--- config.mk ---
export PLATFORM = sky130hd
export DESIGN_NAME = seven_segment_scan_driver_unit
export DESIGN_NICKNAME = d
export VERILOG_FILES = /design/src/rtl/ssd_pkg.sv /design/src/rtl/ssd_char_store.sv /design/src/rtl/seven_segment_scan_driver_unit.sv
export SDC_FILE = /design/constraint.sdc
export NUM_CORES = 1
export LEC_CHECK = 0
export ABC_AREA = 1
export BUFFER_PORTS_ARGS = -buffer_cell sky130_fd_sc_hd__buf_2
export CORE_AREA = 3 3 107 109
export DETAILED_ROUTE_END_ITERATION = 16
export DIE_AREA = 0 0 110 112
export MAX_ROUTING_LAYER = met4
export PLACE_DENSITY = 0.75
export SETUP_SLACK_MARGIN = 0.2
export SLEW_MARGIN = 20
export SYNTH_ARGS = -nofsm -noshare
export SYNTH_HDL_FRONTEND = slang
export SYNTH_SLANG_ARGS = --single-unit
--- constraint.sdc ---
create_clock -name clk -period 2.4 [get_ports clk]
set_clock_uncertainty 0.1 [all_clocks]
set_input_delay 0.12 -clock clk [delete_from_list [all_inputs] [get_ports clk]]
set_output_delay 0.12 -clock clk [all_outputs]
set_load 0.03 [all_outputs]
--- src/rtl/ssd_pkg.sv ---
// ----------------------------------------------------------------------------
// ssd_pkg
// Shared types, codes and the glyph table of the seven-segment scan driver.
// ----------------------------------------------------------------------------
package ssd_pkg;

	// item codes
	localparam logic ACT_TICK = 1'b0;
	localparam logic ACT_CHAR = 1'b1;

	// configuration register indexes
	localparam logic REG_BLINK_ENABLE      = 1'b0;
	localparam logic REG_BLINK_HALF_PERIOD = 1'b1;

	localparam int unsigned CFG_DATA_W       = 16;
	localparam int unsigned ENABLE_W         = 4;
	localparam logic [15:0] HALF_PERIOD_INIT = 16'd250;
	localparam logic [7:0]  CHAR_SPACE       = 8'h20;
	localparam logic [7:0]  CHAR_DOT         = 8'h2E;
	localparam logic [6:0]  GLYPH_BLANK      = 7'h7F;

	typedef struct packed {
		logic       action;
		logic [7:0] char_code;
		logic       string_start;
	} in_item_t;

	typedef struct packed {
		logic [6:0]          segments_n;
		logic                point_n;
		logic [ENABLE_W-1:0] digit_enable_n;
	} out_item_t;

	// one character write toward the digit store
	typedef struct packed {
		logic       write;
		logic       start;
		logic [7:0] code;
	} char_wr_t;

	// active-low glyph, bit0 = a through bit6 = g
	function automatic logic [6:0] glyph_n(input logic [7:0] code);
		logic [7:0] c;
		logic [6:0] g;
		c = code;
		if (c >= 8'h61 && c <= 8'h7A) begin
			c = c - 8'h20;
		end
		case (c)
			8'h30: g = 7'h40;
			8'h31: g = 7'h79;
			8'h32: g = 7'h24;
			8'h33: g = 7'h30;
			8'h34: g = 7'h19;
			8'h35: g = 7'h12;
			8'h36: g = 7'h02;
			8'h37: g = 7'h78;
			8'h38: g = 7'h00;
			8'h39: g = 7'h10;
			8'h2D: g = 7'h3F;
			8'h41: g = 7'h08;
			8'h42: g = 7'h03;
			8'h44: g = 7'h21;
			8'h45: g = 7'h06;
			8'h46: g = 7'h0E;
			8'h48: g = 7'h09;
			8'h4C: g = 7'h47;
			8'h4E: g = 7'h2B;
			8'h4F: g = 7'h40;
			8'h50: g = 7'h0C;
			8'h51: g = 7'h18;
			8'h52: g = 7'h2F;
			8'h54: g = 7'h07;
			8'h55: g = 7'h41;
			8'h59: g = 7'h11;
			8'h27: g = 7'h7D;
			8'h22: g = 7'h5D;
			default: g = GLYPH_BLANK;
		endcase
		return g;
	endfunction

endpackage

--- src/rtl/ssd_char_store.sv ---
// ----------------------------------------------------------------------------
// ssd_char_store
// Per-digit character and decimal point store with string write position.
// ----------------------------------------------------------------------------
module ssd_char_store #(
	parameter int DIGITS = 4
) (
	input  logic                                  clk,
	input  logic                                  arst_n,
	input  ssd_pkg::char_wr_t                     wr,
	input  logic [(DIGITS > 1 ? $clog2(DIGITS) : 1)-1:0] rd_index,
	output logic [7:0]                            rd_char,
	output logic                                  rd_point
);
	import ssd_pkg::*;

	localparam int SCAN_W = (DIGITS > 1) ? $clog2(DIGITS) : 1;
	localparam int POS_W  = $clog2(DIGITS + 1);

	logic [7:0]       char_q [DIGITS];
	logic [DIGITS-1:0] point_q;
	logic [POS_W-1:0] pos_q;
	logic             ovf_q;

	logic [POS_W-1:0] pos_eff;
	logic             ovf_eff;
	logic             is_dot;
	logic             room;

	assign pos_eff = wr.start ? '0 : pos_q;
	assign ovf_eff = wr.start ? 1'b0 : ovf_q;
	assign is_dot  = (wr.code == CHAR_DOT);
	assign room    = (pos_eff < POS_W'(DIGITS));

	always_ff @(posedge clk or negedge arst_n) begin
		if (!arst_n) begin
			for (int k = 0; k < DIGITS; k++) begin
				char_q[k] <= CHAR_SPACE;
			end
			point_q <= '0;
			pos_q   <= '0;
			ovf_q   <= 1'b0;
		end else if (wr.write) begin
			if (is_dot) begin
				pos_q <= pos_eff;
				ovf_q <= ovf_eff;
				// dot marks the digit written just before it
				for (int k = 0; k < DIGITS; k++) begin
					if (!ovf_eff && pos_eff == POS_W'(k + 1)) begin
						point_q[k] <= 1'b1;
					end
				end
			end else if (room) begin
				ovf_q <= ovf_eff;
				for (int k = 0; k < DIGITS; k++) begin
					if (pos_eff == POS_W'(k)) begin
						char_q[k]  <= wr.code;
						point_q[k] <= 1'b0;
					end
				end
				pos_q <= pos_eff + 1'b1;
			end else begin
				pos_q <= pos_eff;
				ovf_q <= 1'b1;
			end
		end
	end

	always_comb begin
		rd_char  = CHAR_SPACE;
		rd_point = 1'b0;
		for (int k = 0; k < DIGITS; k++) begin
			if (rd_index == SCAN_W'(k)) begin
				rd_char  = char_q[k];
				rd_point = point_q[k];
			end
		end
	end

endmodule

--- src/rtl/seven_segment_scan_driver_unit.sv ---
// ----------------------------------------------------------------------------
// seven_segment_scan_driver_unit
// Multiplexed seven-segment display driver with blink and decimal points.
// ----------------------------------------------------------------------------
// Usage: the input channel carries character items (action = 1), which fill
// the digit store, and scan tick items (action = 0). Every tick produces one
// result on the output channel: the active-low glyph, decimal point and digit
// enable of the digit being scanned; characters produce no result.
// An accepted item is registered in the input stage, and a tick's result is
// then registered from the input stage into the output register. One item
// can be accepted every cycle while the receiver does not stall; the rate
// is set by the single input stage feeding the output register.
// When the receiver stalls, the output register holds its result and a tick
// waits in the input stage; characters still pass through the input stage
// and in_ready drops only once a tick is blocked there.
// Configuration writes (blink enable, blink half period) take effect at once
// and are expected only while the block is idle.
// Reset clears the store to blanks, the points, the write position, scan and
// blink state, and loads a blink half period of 250.
// ----------------------------------------------------------------------------
module seven_segment_scan_driver_unit #(
	parameter int DIGITS = 4
) (
	input  logic                         clk,
	input  logic                         arst_n,
	input  logic                         in_valid,
	output logic                         in_ready,
	input  ssd_pkg::in_item_t            in_item,
	output logic                         out_valid,
	input  logic                         out_ready,
	output ssd_pkg::out_item_t           out_item,
	input  logic                         cfg_write_enable,
	input  logic                         cfg_index,
	input  logic [ssd_pkg::CFG_DATA_W-1:0] cfg_data
);
	import ssd_pkg::*;

	localparam int SCAN_W = (DIGITS > 1) ? $clog2(DIGITS) : 1;

	// configuration
	logic        blink_enable_q;
	logic [15:0] half_period_q;

	always_ff @(posedge clk or negedge arst_n) begin
		if (!arst_n) begin
			blink_enable_q <= 1'b0;
			half_period_q  <= HALF_PERIOD_INIT;
		end else if (cfg_write_enable) begin
			case (cfg_index)
				REG_BLINK_ENABLE:      blink_enable_q <= cfg_data[0];
				REG_BLINK_HALF_PERIOD: half_period_q  <= cfg_data[15:0];
				default:               ;
			endcase
		end
	end

	// input stage
	logic     valid_s1;
	in_item_t item_s1;
	logic     out_free;
	logic     is_tick_s1;
	logic     adv_s1;

	assign out_free   = !out_valid || out_ready;
	assign is_tick_s1 = (item_s1.action == ACT_TICK);
	assign adv_s1     = valid_s1 && (!is_tick_s1 || out_free);
	assign in_ready   = !valid_s1 || adv_s1;

	always_ff @(posedge clk or negedge arst_n) begin
		if (!arst_n) begin
			valid_s1 <= 1'b0;
		end else if (in_ready) begin
			valid_s1 <= in_valid;
		end
	end

	always_ff @(posedge clk) begin
		if (in_ready && in_valid) begin
			item_s1 <= in_item;
		end
	end

	// digit store
	char_wr_t          wr;
	logic [SCAN_W-1:0] scan_q;
	logic [7:0]        rd_char;
	logic              rd_point;

	assign wr.write = adv_s1 && !is_tick_s1;
	assign wr.start = item_s1.string_start;
	assign wr.code  = item_s1.char_code;

	ssd_char_store #(
		.DIGITS(DIGITS)
	) u_store (
		.clk      (clk),
		.arst_n   (arst_n),
		.wr       (wr),
		.rd_index (scan_q),
		.rd_char  (rd_char),
		.rd_point (rd_point)
	);

	// blink timer and scan
	logic [15:0]         blink_count_q;
	logic                blink_phase_q;
	logic [15:0]         count_inc;
	logic                phase_hit;
	logic                phase_new;
	logic                tick_go;
	logic [ENABLE_W-1:0] enable_n;
	out_item_t           result;

	assign tick_go   = adv_s1 && is_tick_s1;
	assign count_inc = blink_count_q + 16'd1;
	assign phase_hit = (count_inc == half_period_q);
	assign phase_new = blink_phase_q ^ phase_hit;

	always_ff @(posedge clk or negedge arst_n) begin
		if (!arst_n) begin
			blink_count_q <= '0;
			blink_phase_q <= 1'b0;
			scan_q        <= '0;
		end else if (tick_go) begin
			blink_count_q <= phase_hit ? 16'd0 : count_inc;
			blink_phase_q <= phase_new;
			scan_q        <= (scan_q == SCAN_W'(DIGITS - 1)) ? '0 : scan_q + 1'b1;
		end
	end

	always_comb begin
		enable_n = '1;
		if (!(blink_enable_q && phase_new)) begin
			// only the first four digits have a drive line
			for (int k = 0; k < ENABLE_W; k++) begin
				if (k < DIGITS && scan_q == SCAN_W'(k)) begin
					enable_n[k] = 1'b0;
				end
			end
		end
		result.segments_n     = glyph_n(rd_char);
		result.point_n        = !rd_point;
		result.digit_enable_n = enable_n;
	end

	// output register
	always_ff @(posedge clk or negedge arst_n) begin
		if (!arst_n) begin
			out_valid <= 1'b0;
		end else if (out_free) begin
			out_valid <= tick_go;
		end
	end

	always_ff @(posedge clk) begin
		if (tick_go) begin
			out_item <= result;
		end
	end

	// checks
	a_one_digit: assert property (@(posedge clk) disable iff (!arst_n)
		out_valid |-> $onehot0(~out_item.digit_enable_n))
		else $error("more than one digit driven");

	a_scan_range: assert property (@(posedge clk) disable iff (!arst_n)
		scan_q <= SCAN_W'(DIGITS - 1))
		else $error("scan index beyond last digit");

	a_tick_held: assert property (@(posedge clk) disable iff (!arst_n)
		(valid_s1 && is_tick_s1 && !out_free) |=> (valid_s1 && $stable(item_s1)))
		else $error("stalled tick lost from input stage");

	a_result_source: assert property (@(posedge clk) disable iff (!arst_n)
		($rose(out_valid)) |-> $past(tick_go))
		else $error("result without a tick");

endmodule
Yosys cells after proc, flatten, opt, wreduce, memory -nomap -nowiden
Memories as Yosys holds them, arrays and structs flattened. A register that Yosys moved wholly into a read port is not among the register bits.
Index checks and enable logic that the tools add are counted.
{ "classes": {"shift": 0, "reduce_logical": 34, "addsub": 4, "div": 0, "multipliers": 0, "n_mux": 31, "n_eq_ne": 13, "magnitude_cmp": 3, "bitwise_logic": 4} }
{ "op_table": {"columns": ["op", "n"], "rows": [
  ["2-to-1 mux 8 bit", 5],
  ["AND reduction 4 bit", 8],
  ["2-to-1 mux 1 bit", 19],
  ["adder 16 x 1 -> 16 bit (second input constant)", 1],
  ["equality test 16 bit", 1],
  ["2-to-1 mux 16 bit", 1],
  ["logical AND 1 bit", 10],
  ["nonzero test 2 bit", 5],
  ["2-to-1 mux 3 bit", 3],
  ["equality test 8 x 6 -> 1 bit (second input constant)", 1],
  ["greater-or-equal comparator 8 x 7 -> 1 bit (second input constant)", 1],
  ["<= comparator 8 x 7 -> 1 bit (second input constant)", 1],
  ["2-to-1 mux 4 bit", 2],
  ["inequality test 2 bit (second input constant)", 4],
  ["subtractor 8 x 6 -> 8 bit (second input constant)", 1],
  ["equality test 3 x 2 -> 1 bit (second input constant)", 2],
  ["equality test 2 bit (second input constant)", 2],
  ["zero test 1 bit", 4],
  ["AND reduction 2 bit", 2],
  ["adder 3 x 1 -> 3 bit (second input constant)", 1],
  ["equality test 3 x 1 -> 1 bit (second input constant)", 1],
  ["equality test 3 bit (second input constant)", 1],
  ["zero test 3 bit", 1],
  ["logical OR 1 bit", 3],
  ["other kinds (7)", 9]
]} }
{ "word_totals": {"elab_cells": 112, "regBits": 93, "inputBits": 32, "n_memories": 1, "output_inout_bits": 14, "ram_bits": 0, "mem_bits_ro": 896, "latch_bits": 0} }
{ "mem_list": {"columns": ["name", "words", "word_bits", "rd", "rd_clocked_by_memory_dff", "wr", "line", "text"], "rows": [
  ["(name not given)", 128, 7, 1, 1, 0, "ssd_pkg.sv:49", "case (c)"]
]} }

Longest topological paths before layout
{ "logic_depth": {"word_depth": 8, "mapped_depth": 19, "ltp_nobuf": 18} }

Hierarchy
A second synthesis with hierarchy kept.
{ "unflattened": {"cells_unflattened": 710, "area_unflattened_um2": 5683.0} }
{ "modules_own_cells": {"columns": ["module", "cells_each", "n_inst", "area_each_um2"], "rows": [
  ["seven_segment_scan_driver_unit", 474, 1, 3631.0],
  ["ssd_char_store", 236, 1, 2052.0]
]} }

Worst setup path after synthesis
No wires, ideal clock.
{ "synth_timing": {"path_kind": "register to register", "from": "register scan_q[1]", "to": "register out_item[10] (netlist name)", "path_slack_ns": -0.241, "synth_period_minus_slack_ns": 2.641, "required_time_ns": 2.040, "t_arrival_ns": 2.281, "setup_time_ns": 0.260, "stages_incl_launch_ff": 18, "path_buffers": 1, "cell_sequence": "dfrtp_1 -> inv_1 -> ha_1 -> buf_6 -> inv_4 -> o211ai_1 -> nand2_1 -> o21ai_0 -> inv_1 -> ha_1 -> nor3_1 -> nand2_1 -> nand2_2 -> nor2_4 -> nor2_4 -> nand2_1 -> nand2_1 -> nand3_1"} }
{ "synth_via": {"elab_chain_len": 8, "elab_cells_between_ends": 13, "classes_between": "1 x add/sub; 2 x order compare; 3 x eq/ne; 5 x mux; 2 x reduce/logical"} }
{ "synth_rtl": {"columns": ["element", "line", "text"], "rows": [
  ["start, declared", "seven_segment_scan_driver_unit.sv:85", "logic [SCAN_W-1:0] scan_q;"],
  ["start signal, assigned", "seven_segment_scan_driver_unit.sv:127", "scan_q <= (scan_q == SCAN_W'(DIGITS - 1)) ? '0 : scan_q + 1'b1;"],
  ["zero test 2 bit", "ssd_char_store.sv:73", "if (rd_index == SCAN_W'(k)) begin"],
  ["2-to-1 mux 8 bit (3 in series)", "ssd_char_store.sv:73", null],
  ["2-to-1 mux 8 bit *", "ssd_char_store.sv:73", null],
  ["greater-or-equal comparator 8 x 7 -> 1 bit or <= comparator 8 x 7 -> 1 bit (tied branches)", "ssd_pkg.sv:46", "if (c >= 8'h61 && c <= 8'h7A) begin"],
  ["logical AND 1 bit", "ssd_pkg.sv:46", null],
  ["2-to-1 mux 8 bit *", "ssd_pkg.sv:46", null]
]} }
Every way passes the cells marked *; elsewhere a longest branch is shown, timed or not.
A chain may end at the register's enable or synchronous reset.

Worst setup path in the final report
{ "layout_timing": {"from": "register scan_q[1]", "to": "register out_item[11] (netlist name)"} }
{ "layout_via": {"elab_chain_len": 8, "elab_cells_between_ends": 13, "classes_between": "1 x add/sub; 2 x order compare; 3 x eq/ne; 5 x mux; 2 x reduce/logical"} }
{ "layout_rtl": {"columns": ["element", "line"], "rows": [
  ["zero test 2 bit", "ssd_char_store.sv:73"],
  ["2-to-1 mux 8 bit (3 in series)", "ssd_char_store.sv:73"],
  ["2-to-1 mux 8 bit *", "ssd_char_store.sv:73"],
  ["greater-or-equal comparator 8 x 7 -> 1 bit or <= comparator 8 x 7 -> 1 bit (tied branches)", "ssd_pkg.sv:46"],
  ["logical AND 1 bit", "ssd_pkg.sv:46"],
  ["2-to-1 mux 8 bit *", "ssd_pkg.sv:46"]
]} }
Marks and branches as above.

==> summary.md <==
| Metric | Value |
|---|---|
| Status | `finished, violations left` |
| Failing checks | `setup timing` |
| Final WL | `15,200 um` |
| ANT cells | `0` |
| Fin util | `0.717` |
| Crit path top cell by count | `nand2_1` |
| Synth top area share | `0.297` |
| Crit path capture type | `register` |
| WS Path Type | `reg -> reg` |
| Die span in x | `110 um` |
| H-tree Lvls | `3` |
| First-pass GRT wire length | `25,100 um` |
| CP required | `2.44 ns` |
| Worst reg2reg startpoint | `scan_q[1]$_DFFE_PN0P_` |
| HP Class | `in -> async` |
| DRT iter0 DRCs | `384` |
| Ys flop type | `dfrtp_1` |
| Layout cell share with drive strength beyond 1 | `0.298` |
| Row count | `38` |
| Inserted Clock Buffers | `9` |
| CORE AREA | `0.0107 mm^2` |
| Syn avg cell area | `7.88 um^2` |
| Flop and latch count out of synthesis | `100` |
| Placed Cells incl. Taps | `962` |
| Vias in the first global route | `5,409` |
| Fmax | `377 MHz` |
| Minimum clock period | `2.65 ns` |
| Worst skew pair latency | `0.40 ns` |
| Rel. slew slack | `0.491` |
| I/O pin count | `46` |
| PortBufs | `45` |
| Post-Syn Area | `0.00573 mm^2` |
| Worst hold slack | `0.162 ns` |
| Synth top area cells | `dfrtp_1 (30%), nand2_1 (16%), edfxtp_1 (12%)` |
| Setup crit start | `scan_q[1]$_DFFE_PN0P_` |
| Critical Path AT | `2.69 ns` |
| Register area share after synthesis | `0.458` |
| Clock transition at the registers of the reported paths | `0.11 ns` |
| Crit-path max cell delay | `0.45 ns` |
| Via Count | `5,508` |
| Slowest CP cell | `dfrtp_1` |
| Max-cap violations | `0` |
| Clk root buf | `clkbuf_8` |
| CTS tree | `built` |
| Cell family with most CP delay | `simple AND/OR/NAND/NOR gates` |
| Leakage | `3.58 nW` |
| Top-count cell post-synth | `nand2_1` |
| Final worst-path cycle share | `1.10` |
| Final hold violations | `0` |
| Antenna violations before repair | `0` |
| WL/cell | `14.7 um` |
| Slew @ Worst Pin | `0.762 ns` |
| Worst path buffer plus inverter count | `3` |
| DP Worst Slack | `-0.232 ns` |
| Asr flop ratio synth | `0.780` |
| Placed Instance Area | `0.00666 mm^2` |
| RSZ-0062 raised after global routing | `true` |
| Max clock buf depth | `2` |
| GR Util All Layers | `0.267` |
| Die Y | `112 um` |
| Final setup viols | `7` |
| R2R cell count | `16` |
| Flop2flop setup slack | `-0.25 ns` |
| Clock sinks | `100` |
| Finished Layout Cells | `1,030` |
| Slew Limit Fails | `0` |
| Vias/cell | `5.35` |
| Nets | `934` |
| Setup crit start kind | `register` |
| Post-Syn Nets | `776` |
| R2R Path End | `out_item[11]$_SDFFCE_PP1P_` |
| DRC | `0` |
| Drt first pass iters | `5` |
| Maximum VDD drop | `698 uV` |
| Area growth syn-to-layout | `34.0%` |
| Area leader, netlist | `dfrtp_1` |
| Pwr Density | `1370 mW/mm^2` |
| Synthesized instance count | `727` |
| Routed Antenna Nets | `0` |
| Number of synthesized flops with an enable pin | `22` |
| HPWL after DPL | `10,300 um` |
| Global placement routability congestion | `0.928` |
| Largest net degree at the start of global routing | `41` |
| Synth cell types | `46` |
| Crit-path cells | `inv_2, ha_4, inv_6, o211ai_1, nand2_1, o21ai_4, ha_4, inv_2, nor3_2, nand2_1, nand2_2, nor2_4, nor2_4, nand2_1, nand2_1, nand3_1` |
| Starting Density | `0.535` |
| Post-synth top cells | `nand2_1 (237), dfrtp_1 (68), inv_1 (67), o21ai_0 (62), nand3_1 (52)` |
| Critical Path Fanout Max | `7` |
| Fin area | `0.00767 mm^2` |
| Post-route setup slack | `-0.249 ns` |
| Ys Warns | `0` |
| GRT overflow | `0` |
| DIE AREA | `0.0123 mm^2` |
## cell type report
cell class              count  area (um^2)
flip-flops and latches    100         2630
well taps                 140          175
clock buffers               9          124
inverters                  76          298
repair buffers            163         1280
fillers                   783         3030
multi-input cells         535         3060
clock inverters             7          103
## power breakdown
part | internal [W] | switching, W
registers | 0.00227 | 0.000294
logic | 0.00305 | 0.00371
clock network | 0.000521 | 0.000680
total | 0.00584 | 0.00468
## worst max-delay path by stage
stage	to	slack, ns	cells past startpoint
finish	out_item[11]$_SDFFCE_PP1P_	-0.25	16
CTS	out_item[11]$_SDFFCE_PP1P_	-0.23	17
global route	out_item[9]$_SDFFCE_PP1P_	-0.43	16
global placement	out_item[5]$_SDFFCE_PP1P_	-0.15	17
detailed placement	out_item[11]$_SDFFCE_PP1P_	-0.23	17
floorplan	out_item[11]$_SDFFCE_PP1P_	-0.05	17
## cell families (layout without fill, tap and decap cells)
logic type / after synthesis / in the layout / share of synthesized area
XOR/XNOR: 6 / 6 / 0.0118
buffers and inverters: 92 / 255 / 0.0653
multiplexers: 7 / 7 / 0.0138
flip-flops: 100 / 100 / 0.458
adder cells (fa/ha/maj): 17 / 17 / 0.0371
AND/OR/NAND/NOR: 393 / 393 / 0.304
AO/OA/AOI/OAI: 112 / 112 / 0.110
## through the flow
| step | total power (W) | TNS [ns] |
|---|---|---|
| after floorplan | 0.00616 | -0.310 |
| after global placement | 0.00843 | -0.965 |
| after detailed placement | 0.00848 | -1.55 |
| after CTS | 0.0102 | -1.51 |
| after global routing | 0.0114 | -3.47 |
| final | 0.0105 | -1.56 |
## repair_timing
item	4_1_cts	5_1_grt
resized for setup	38	44
endpoints found under the setup margin	27	30
cloned	0	1
hold endpoints to repair	86	0
pin swaps	37	22
setup buffers	15	4
hold buffers	32	0
## sequential cells by signal (all words and copies together) (netlist names)
register and cells:
blink_count_q 16, blink_enable_q 1, blink_phase_q 1, half_period_q 16
item_s1 10, out_item 12, out_valid 1, scan_q 2
u_store.char_q 32, u_store.ovf_q 1, u_store.point_q 4, u_store.pos_q 3
valid_s1 1
## cells in the final DEF (no fill, tap or decap), drive strengths merged, types with 4 or more instances in the layout
master	instances
a21oi	27
dfrtp	68
xor2	4
nand2	250
dlygate4sd3	32
ha	17
clkbuf	10
o211ai	5
nand4	21
edfxtp	22
inv	79
nand3	53
buf	130
o21ai	66
nand3b	4
mux2	7
o22ai	4
nor2	58
dfstp	10
## per-layer routing
metal | wire (um) | share of wire | global-route usage | up-vias
met2 | 7640 | 0.50 | 0.432 | 171
li1 | - | - | - | 2694
met4 | 301 | 0.020 | 0.0823 | 0
met1 | 6450 | 0.42 | 0.332 | 2618
met3 | 797 | 0.052 | 0.0603 | 25
met5 | 0 | 0 | - | -
No activity file was read; power rests on OpenSTA's default activity.
